**src/hdl/spq_pkg.sv**
```systemverilog
// Shared types, codes and defaults for the stable priority queue.
package spq_pkg;

   localparam int DEFAULT_CAPACITY = 16;

   localparam int KIND_W     = 2;
   localparam int ID_W       = 16;
   localparam int PAYLOAD_W  = 16;
   localparam int PRIORITY_W = 8;
   localparam int STATUS_W   = 2;
   localparam int WORD_W     = 17;
   localparam int OCC_W      = 5;

   localparam logic [KIND_W-1:0] KIND_ENQUEUE = 2'd0;
   localparam logic [KIND_W-1:0] KIND_DEQUEUE = 2'd1;
   localparam logic [KIND_W-1:0] KIND_REMOVE  = 2'd2;

   localparam logic [STATUS_W-1:0] STATUS_OK        = 2'd0;
   localparam logic [STATUS_W-1:0] STATUS_EMPTY     = 2'd1;
   localparam logic [STATUS_W-1:0] STATUS_FULL      = 2'd2;
   localparam logic [STATUS_W-1:0] STATUS_NOT_FOUND = 2'd3;

   localparam logic signed [WORD_W-1:0] WORD_NONE = '1;

   typedef enum logic [1:0] {
      OP_HOLD,
      OP_INSERT,
      OP_SHIFT,
      OP_REMOVE
   } op_type;

   typedef struct packed {
      logic [ID_W-1:0]       id;
      logic [PAYLOAD_W-1:0]  payload;
      logic [PRIORITY_W-1:0] prio;
   } entry_type;

   // Broadcast to every cell: operation plus the request entry
   typedef struct packed {
      op_type    op;
      entry_type req;
   } cmd_type;

endpackage

```
**src/hdl/spq_cell.sv**
```systemverilog
// One slot of the sorted queue: holds an entry and trades it with its neighbors.
module spq_cell (
   input  logic               clock,
   input  spq_pkg::cmd_type   cmd,
   input  logic               occupied,
   input  spq_pkg::entry_type left_entry,
   input  logic               left_keep,
   input  spq_pkg::entry_type right_entry,
   input  logic               found_in,
   output spq_pkg::entry_type entry,
   output logic               keep,
   output logic               found_out
);
   import spq_pkg::*;

   entry_type entry_ff;
   entry_type entry_in;
   logic      match;

   // Entries that outrank or tie the new one stay put, which keeps arrival order
   assign keep      = occupied && (entry_ff.prio >= cmd.req.prio);
   assign match     = occupied && (entry_ff.id == cmd.req.id);
   assign found_out = found_in || match;
   assign entry     = entry_ff;

   always_comb begin
      entry_in = entry_ff;
      case (cmd.op)
         OP_INSERT: begin
            if (!keep) begin
               entry_in = left_keep ? cmd.req : left_entry;
            end
         end
         OP_SHIFT: begin
            entry_in = right_entry;
         end
         OP_REMOVE: begin
            if (found_out) begin
               entry_in = right_entry;
            end
         end
         default: begin
            entry_in = entry_ff;
         end
      endcase
   end

   always_ff @(posedge clock) begin
      entry_ff <= entry_in;
   end

endmodule

```
**src/hdl/stable_priority_queue_with_remove.sv**
```systemverilog
// Top level of the stable priority queue: cell chain, fill count and result register.
//
// Usage:
//   The req_ channel carries one command per item: enqueue (id, payload,
//   priority), dequeue the head, or remove the first entry with a given id.
//   The rsp_ channel returns exactly one result item per command: status,
//   the dequeued id/payload (-1 when nothing was taken), the head after the
//   command (-1 when empty), the occupancy and an empty flag.
//   Entries live in a row of CAPACITY cells; every cell decides in the same
//   cycle whether to hold, take the new entry, or take a neighbor's entry,
//   so higher priorities sit toward cell 0 and ties keep arrival order.
//   The result is registered and appears in the cycle after the command is taken.
//   Throughput: one command per cycle; the remove search ripples a found
//   flag through the chain, so that path grows with CAPACITY.
//   Stall: while rsp_valid is high and rsp_ready is low, req_ready drops
//   and the queue holds; the result stays unchanged until taken.
//   Reset: synchronous; clears the fill count and the result valid, so the
//   queue comes up empty. Slot contents are not cleared.
module stable_priority_queue_with_remove #(
   parameter int CAPACITY = spq_pkg::DEFAULT_CAPACITY
) (
   input  logic                               clock,
   input  logic                               reset,
   input  logic                               req_valid,
   output logic                               req_ready,
   input  logic [spq_pkg::KIND_W-1:0]         req_kind,
   input  logic [spq_pkg::ID_W-1:0]           req_aircraft_id,
   input  logic [spq_pkg::PAYLOAD_W-1:0]      req_request_payload,
   input  logic [spq_pkg::PRIORITY_W-1:0]     req_priority_req,
   output logic                               rsp_valid,
   input  logic                               rsp_ready,
   output logic [spq_pkg::STATUS_W-1:0]       rsp_status,
   output logic signed [spq_pkg::WORD_W-1:0]  rsp_taken_id,
   output logic signed [spq_pkg::WORD_W-1:0]  rsp_taken_payload,
   output logic signed [spq_pkg::WORD_W-1:0]  rsp_head_id,
   output logic signed [spq_pkg::WORD_W-1:0]  rsp_head_payload,
   output logic [spq_pkg::OCC_W-1:0]          rsp_occupancy,
   output logic                               rsp_empty_flag
);
   import spq_pkg::*;

   localparam int CNT_W = $clog2(CAPACITY + 1);

   logic                 accept;
   logic [CNT_W-1:0]     count_ff;
   logic [CNT_W-1:0]     count_in;
   logic                 is_full;
   logic                 no_entries;
   cmd_type              cmd;
   entry_type            req_entry;
   entry_type            cell_entry [CAPACITY];
   logic                 cell_keep  [CAPACITY];
   logic                 cell_found [CAPACITY+1];
   entry_type            head_in;
   logic [STATUS_W-1:0]  status_in;
   logic                 taken_in;

   logic                       rsp_valid_ff;
   logic [STATUS_W-1:0]        status_ff;
   logic signed [WORD_W-1:0]   taken_id_ff;
   logic signed [WORD_W-1:0]   taken_payload_ff;
   logic signed [WORD_W-1:0]   head_id_ff;
   logic signed [WORD_W-1:0]   head_payload_ff;
   logic [OCC_W-1:0]           occupancy_ff;
   logic                       empty_ff;

   // Take a new command whenever the result register is free or draining
   assign req_ready  = !rsp_valid_ff || rsp_ready;
   assign accept     = req_valid && req_ready;
   assign is_full    = (count_ff == CNT_W'(CAPACITY));
   assign no_entries = (count_ff == '0);

   assign req_entry.id      = req_aircraft_id;
   assign req_entry.payload = req_request_payload;
   assign req_entry.prio    = req_priority_req;

   // Decode the command into one chain-wide operation
   always_comb begin
      cmd.req   = req_entry;
      cmd.op    = OP_HOLD;
      status_in = STATUS_OK;
      taken_in  = 1'b0;
      if (accept) begin
         case (req_kind)
            KIND_ENQUEUE: begin
               if (is_full) begin
                  status_in = STATUS_FULL;
               end else begin
                  cmd.op = OP_INSERT;
               end
            end
            KIND_DEQUEUE: begin
               if (no_entries) begin
                  status_in = STATUS_EMPTY;
               end else begin
                  cmd.op   = OP_SHIFT;
                  taken_in = 1'b1;
               end
            end
            KIND_REMOVE: begin
               cmd.op = OP_REMOVE;
               if (!cell_found[CAPACITY]) begin
                  status_in = STATUS_NOT_FOUND;
               end
            end
            default: begin
               cmd.op = OP_HOLD;
            end
         endcase
      end
   end

   // Cell chain: cell 0 is the head; the found flag ripples toward the tail
   assign cell_found[0] = 1'b0;

   for (genvar i = 0; i < CAPACITY; i++) begin : g_cell
      spq_cell u_cell (
         .clock       (clock),
         .cmd         (cmd),
         .occupied    (CNT_W'(i) < count_ff),
         .left_entry  ((i == 0) ? req_entry : cell_entry[(i == 0) ? 0 : i-1]),
         .left_keep   ((i == 0) ? 1'b1 : cell_keep[(i == 0) ? 0 : i-1]),
         .right_entry ((i == CAPACITY-1) ? cell_entry[i]
                                         : cell_entry[(i == CAPACITY-1) ? i : i+1]),
         .found_in    (cell_found[i]),
         .entry       (cell_entry[i]),
         .keep        (cell_keep[i]),
         .found_out   (cell_found[i+1])
      );
   end

   // Advance the fill count and work out the head the chain will hold
   always_comb begin
      count_in = count_ff;
      head_in  = cell_entry[0];
      case (cmd.op)
         OP_INSERT: begin
            count_in = count_ff + 1'b1;
            if (!cell_keep[0]) begin
               head_in = req_entry;
            end
         end
         OP_SHIFT: begin
            count_in = count_ff - 1'b1;
            head_in  = cell_entry[1];
         end
         OP_REMOVE: begin
            if (cell_found[CAPACITY]) begin
               count_in = count_ff - 1'b1;
            end
            if (cell_found[1]) begin
               head_in = cell_entry[1];
            end
         end
         default: begin
            count_in = count_ff;
         end
      endcase
   end

   always_ff @(posedge clock) begin
      if (reset) begin
         count_ff     <= '0;
         rsp_valid_ff <= 1'b0;
      end else begin
         count_ff <= count_in;
         if (accept) begin
            rsp_valid_ff <= 1'b1;
         end else if (rsp_ready) begin
            rsp_valid_ff <= 1'b0;
         end
      end
   end

   // Result register: load on accept, hold while the receiver stalls
   always_ff @(posedge clock) begin
      if (accept) begin
         status_ff        <= status_in;
         taken_id_ff      <= taken_in ? WORD_W'(cell_entry[0].id) : WORD_NONE;
         taken_payload_ff <= taken_in ? WORD_W'(cell_entry[0].payload) : WORD_NONE;
         head_id_ff       <= (count_in == '0) ? WORD_NONE : WORD_W'(head_in.id);
         head_payload_ff  <= (count_in == '0) ? WORD_NONE : WORD_W'(head_in.payload);
         occupancy_ff     <= OCC_W'(count_in);
         empty_ff         <= (count_in == '0);
      end
   end

   assign rsp_valid         = rsp_valid_ff;
   assign rsp_status        = status_ff;
   assign rsp_taken_id      = taken_id_ff;
   assign rsp_taken_payload = taken_payload_ff;
   assign rsp_head_id       = head_id_ff;
   assign rsp_head_payload  = head_payload_ff;
   assign rsp_occupancy     = occupancy_ff;
   assign rsp_empty_flag    = empty_ff;

endmodule
```
**config.mk**
```make
export PLATFORM = sky130hd
export DESIGN_NAME = stable_priority_queue_with_remove
export DESIGN_NICKNAME = d
export VERILOG_FILES = /design/src/hdl/spq_pkg.sv /design/src/hdl/spq_cell.sv /design/src/hdl/stable_priority_queue_with_remove.sv
export SDC_FILE = /design/constraint.sdc
export NUM_CORES = 2
export LEC_CHECK = 0
export BUFFER_PORTS_ARGS = -buffer_cell sky130_fd_sc_hd__buf_2
export CORE_MARGIN = 2
export CORE_UTILIZATION = 54
export CTS_CLUSTER_DIAMETER = 50
export DETAILED_ROUTE_END_ITERATION = 16
export GPL_TIMING_DRIVEN = 0
export PLACE_DENSITY = 0.77
export SYNTH_ARGS = -nofsm -noshare
export SYNTH_HDL_FRONTEND = slang
export SYNTH_SLANG_ARGS = --single-unit
```
**constraint.sdc**
```tcl
create_clock -name clock -period 21.8 [get_ports clock]
set_clock_uncertainty 0.2 [all_clocks]
set_input_delay 4.36 -clock clock [delete_from_list [all_inputs] [get_ports clock]]
set_output_delay 4.36 -clock clock [all_outputs]
set_load 0.01 [all_outputs]
```
Word-level counts from Yosys, hierarchy flattened --
Cells that the tools add are included. W data, S select, Z words.
Operators by class: reduce and logical (&&, ||, !) cells 71, muxes and demuxes 79, bitwise gates (word level) 1, order comparisons 32, equality and inequality tests 52, add/subtract/negate cells 2
Operator list (number):
- $mux W40 | 45
- $pmux W40 S3 | 15
- $eq A16 B16 Y1 | 16
- $ge A8 B8 Y1 | 16
- $mux W17 | 4
- $reduce_and A3 Y1 | 15
- $lt A4 B5 Y1 const A | 8
- $logic_and A1 B1 Y1 | 33
- $ne A2 B1 Y1 const B | 15
- $ne A2 B2 Y1 const B | 15
- $lt A3 B5 Y1 const A | 4
- $logic_or A1 B1 Y1 | 16
- $pmux W5 S3 | 1
- $pmux W2 S3 | 2
- $logic_not A5 Y1 | 2
- $lt A1 B5 Y1 const A | 2
- $lt A2 B5 Y1 const A | 2
- $mux W2 | 4
- $mux W1 | 7
- $eq A2 B2 Y1 const B | 3
- $add A5 B1 Y5 const B | 1
- $eq A5 B5 Y1 const B | 1
- $mux W5 | 1
- $sub A5 B1 Y5 const B | 1
- 7 further kinds | 8
Storage, ports and cells: word-level logic and storage cells 298, input bits 46, register bits 722

Depth between registers and ports, before layout --
depth after elaboration 21, gate-level depth with buffers 15, depth with buffers taken out 12

Modules after synthesis --
Synthesis repeated with hierarchy kept, for this count alone.
Unflattened totals: cells, all modules 4087, area total of the unflattened synthesis 43706.9 µm²
Modules (own cells, without submodules):
- spq_cell at g_cell[2].u_cell ... | area each 2419.8 µm², cells each 227, instances 8, seq. area each 1201.2 µm²
- spq_cell at g_cell[0].u_cell ... | area each 2414.8 µm², cells each 226, instances 8, seq. area each 1201.2 µm²
- stable_priority_queue_with_remove | area each 5029.8 µm², cells each 463, instances 1, seq. area each 2312.2 µm²

Least setup slack after synthesis --
Ideal clock, no wire load.
kind input-to-reg, from input port req_priority_req[1] (netlist bit), to register g_cell[11].u_cell.entry_ff (netlist bit g_cell[11].u_cell.entry[0]), enable pin, slack 11410 ps, stages 12, arrival 9679 ps, required time 21089 ps, setup time 511 ps, path buffers 2, path through clkbuf_1 > inv_1 > ha_1 > a21o_1 > a21o_1 > a21o_1 > a21o_1 > a21o_1 > a21o_1 > a21o_1 > clkbuf_1 > a311oi_1
On the way: longest elaborated chain between the ends 4
Ends and longest elaborated chain:
- start: declaration | RTL line stable_priority_queue_with_remove.sv:29 | input logic [spq_pkg::PRIORITY_W-1:0] req_priority_req,
- $ge A8 B8 Y1 | RTL line spq_cell.sv:21 | assign keep = occupied && (entry_ff.prio >= cmd.req.prio);
- $logic_and A1 B1 Y1 | RTL line spq_cell.sv:21
- $ne A2 B2 Y1 (no line)
- $reduce_and A3 Y1 (no line)
- end signal: assignment | RTL line spq_cell.sv:49 | entry_ff <= entry_in;
- end: declaration | RTL line spq_cell.sv:16 | entry_type entry_ff;
Every way passes these cells. A chain may end at the register's enable or synchronous reset.

Worst setup path in the final report --
from input port req_kind[0] (netlist bit), to register g_cell[3].u_cell.entry_ff (netlist bit g_cell[3].u_cell.entry[14]), enable pin
On the way: longest elaborated chain between the ends 6, elaborated cells on any way between the ends 12, those cells by class 7 x eq/ne; 2 x mux; 3 x reduce/logical
Ends and longest elaborated chain:
- start: declaration | RTL line stable_priority_queue_with_remove.sv:26 | input logic [spq_pkg::KIND_W-1:0] req_kind,
- $eq A2 B2 Y1 (tied with other cells) | RTL line stable_priority_queue_with_remove.sv:84 | case (req_kind)
- $pmux W2 S3 * | RTL line stable_priority_queue_with_remove.sv:84
- $mux W2 * | RTL line stable_priority_queue_with_remove.sv:83 | if (accept) begin
- $eq A2 B2 Y1 (tied with other cells) | RTL line spq_cell.sv:28 | case (cmd.op)
- $ne A2 B1 Y1 (no line) (tied with other cells)
- $reduce_and A3 Y1 (no line) *
- end signal: assignment | RTL line spq_cell.sv:49
- end: declaration | RTL line spq_cell.sv:16
Every way passes the cells marked *; elsewhere a longest branch is shown, timed or not.

==> out/qor.txt <==
Status = complete, but fails checks
Violated checks = max-capacitance violations, max-slew violations
DRT antenna net count = 0
IO Pins = 124
Final WS setup = 12480 ps
Top-count cell post-synth = edfxtp_1
Cell Int Power = 3.41 mW
Layout cells sized above 1 = 8.78%
Max cap viols = 2
Reg2Reg Depth = 9
Core Region = 0.0791 sq mm
Initial core utilization = 54.6%
Post-cts sizing count = 0
Leakage dissipation = 17.2 nW
CP endpoint = g_cell[3].u_cell.entry[14]$_DFFE_PP_
Rows = 103
WL/cell = 25.9 microns
Number of flops mapped to enable cells by yosys = 681
Residual DRC = 0
Final wirelength = 153 mm
Syn nets = 4742
Detailed-route via count = 38383
Pwr dens = 110 mW/mm^2
Vias per inst = 6.50
Total gr overflow = 0
Worst EP arrival = 9480 ps
CTS buffer count = 94
Yosys cell types = 72
Switching share of total power = 36.7%
Combinational Power Share = 30.7%
Hold WC Path Type = flip-flop to flip-flop
Largest net degree at the start of global routing = 54
Synth Warn # = 0
Final setup TNS = 0 ps
Setup crit start kind = primary input
Hold Fails Final Rpt = 0
Kind of end point of the critical path = flip-flop
Htree depth = 3
Die outline area = 0.0823 sq mm
Cts hold-fix bufs = 0
Die Width = 287 microns
Max frequency = 107 MHz
Worst vdd ir = 0.0788 mV
Fin crit period = 9320 ps
Nets@finish = 4958
Mean Syn Cell Area = 9.47 sq um
GRT Total Usage = 36.1%
Critical Path Start = req_kind[0]
Placed Instances = 5734
Worst EP required = 21960 ps
NetSw = 1.97 mW
FF-to-FF setup slack = 15670 ps
RR Endpoint = g_cell[3].u_cell.entry[14]$_DFFE_PP_
Hpwl dp = 121 mm
Worst-path clk slew = 50 ps
RSZ-0062 raised after global routing = false
Commonest cells in the netlist = edfxtp_1, nor2_1, a31oi_1
Initial antenna violation count = 6
CTS tree = yes
Post-CTS Repair Setup Buffers = 0
Slew Limit Fails = 22
Die height = 287 microns
Synthesis-to-finish area growth = 12.8%
Post-synthesis sequential area ratio = 49.1%
Crit share post-route = 42.8%
Longest Clk Path Bufs = 3
Fraction of registers with async set/reset = 0%
GPL Wtd Cong = 1.04
Pre-CTS setup slack = 12000 ps
# setup viols final = 0
PortBufs = 100
Yosys reg bits = 719
First-pass GRT wire length = 224 mm
Crit-path max FO = 24
Finished Layout Cells = 5908
Clk sink count = 719
Slew margin rel. = -3.87%
Post-synth top area share = 47.3%
Worst-skew pair later-pin latency = 660 ps
Syn Inst Count = 4564
Top post-synthesis cells by area = edfxtp_1, a31oi_1, o21ai_0
RR Startpoint = count_ff[1]$_SDFF_PP0_
Root Driver = clkbuf_16
Pre-antenna DRT Iters = 6
Critical path class = primary input to flip-flop
Vias in the first global route = 36622
Initial DRC Count = 5395
Ys flop type = edfxtp_1
Syn Std Cell Area = 0.0432 sq mm
Clock share of power = 29.3%
Reg power frac = 40.0%
Cell taking the most area after synthesis = edfxtp_1
Measured slew at the worst slew-check pin = 1560 ps
==> how the worst min path moves through the flow <==
stage / from / to / slack (ps) / cells past startpoint
detailed placement: rsp_valid$_SDFFE_PP0P_ / rsp_valid$_SDFFE_PP0P_ / 320 / 2
global placement: rsp_valid$_SDFFE_PP0P_ / rsp_valid$_SDFFE_PP0P_ / 300 / 2
floorplan: g_cell[0].u_cell.entry[19]$_DFF_P_ / g_cell[0].u_cell.entry[19]$_DFF_P_ / 300 / 1
global route: g_cell[0].u_cell.entry[17]$_DFF_P_ / g_cell[0].u_cell.entry[17]$_DFF_P_ / 360 / 1
CTS: rsp_valid$_SDFFE_PP0P_ / rsp_valid$_SDFFE_PP0P_ / 320 / 2
finish: rsp_valid$_SDFFE_PP0P_ / rsp_valid$_SDFFE_PP0P_ / 320 / 2
==> kinds of logic (layout without fill, tap and decap cells) <==
kind of cell,after synthesis,after routing,share of synthesized area [%]
and+or+nand+nor,1130,1130,11.5
AOI/OAI and AO/OA,1713,1713,23.1
buffers and inverters,538,828,5.46
DFF,719,719,49.1
other,0,4,0
xor gates and xnor gates,260,260,5.27
adders and majority gates,132,132,3.82
muxes,72,72,1.76
==> final cells by class <==
type	instances	area [sq um]
Antenna cell	4	10.0
Tap cell	1050	1310
Inverter	66	248
Buffer	472	2120
Clock inverter	64	671
Timing Repair Buffer	120	888
Sequential cell	719	21200
Fill cell	6644	30400
Multi-Input combinational cell	3307	19800
Clock buffer	106	2470
==> critical path: stages <==
cell	delay [ps]
buf_2	150
nand2b_1	200
a311oi_1	880
clkbuf_1	1200
clkbuf_1	600
clkbuf_1	940
a21oi_1	180
a31oi_4	670
buf_16	250
==> power by group through the flow <==
stage	Combinational, mW	Sequential [mW]	Clock, mW
after floorplan	1.08	2.10	0
after global placement	1.51	2.17	0
after detailed placement	1.59	2.16	0
after CTS	1.60	2.14	1.57
after global routing	1.77	2.17	1.62
final	1.65	2.15	1.58
==> stage by stage <==
stage | hold WS (ps) | cell area (sq um) | util [%] | total power, mW
final | 321 | 48800 | 61.6 | 5.38
after global routing | 363 | 48800 | 61.6 | 5.57
after CTS | 324 | 48800 | 61.6 | 5.30
after detailed placement | 316 | 45600 | 57.6 | 3.75
after global placement | 300 | 45000 | 56.9 | 3.68
after floorplan | 300 | 43200 | - | 3.17
==> metal layers <==
layer  up-vias  GRT usage (%)  routed length [microns]
met4         2           25.0                    11700
li1      17393              -                        -
met5         -              0                       12
met1     17892           45.5                    56800
met2      2597           57.1                    68400
met3       499           5.96                    15800
==> cell usage in the layout, fill, tap and decap left out, drive strengths merged, types with 9 or more instances in the layout <==
master and count:
o21ai 500, inv 75, nand4 39, or3 35, ha 132, nor3 18, a21o 98, buf 240
a21oi 459, bufinv 9, xnor2 131, nand2b 51, nor4 45, a221o 33, clkinv 32, a31oi 526
xor2 129, a2bb2oi 32, nor2 552, mux2i 39, mux2 33, a22oi 17, nand2 326, nand3 22
clkinvlp 14, clkbuf 458, edfxtp 681, dfxtp 38
==> flip-flops by register name (all words and copies together), names as in the netlist <==
signal	flops
rsp_status	2
rsp_taken_id	17
rsp_taken_payload	16
rsp_valid	1
g_cell.u_cell.entry	640
rsp_head_id	17
count_ff	5
rsp_occupancy	5
rsp_head_payload	16
No activity file was read; power rests on OpenSTA's default activity.
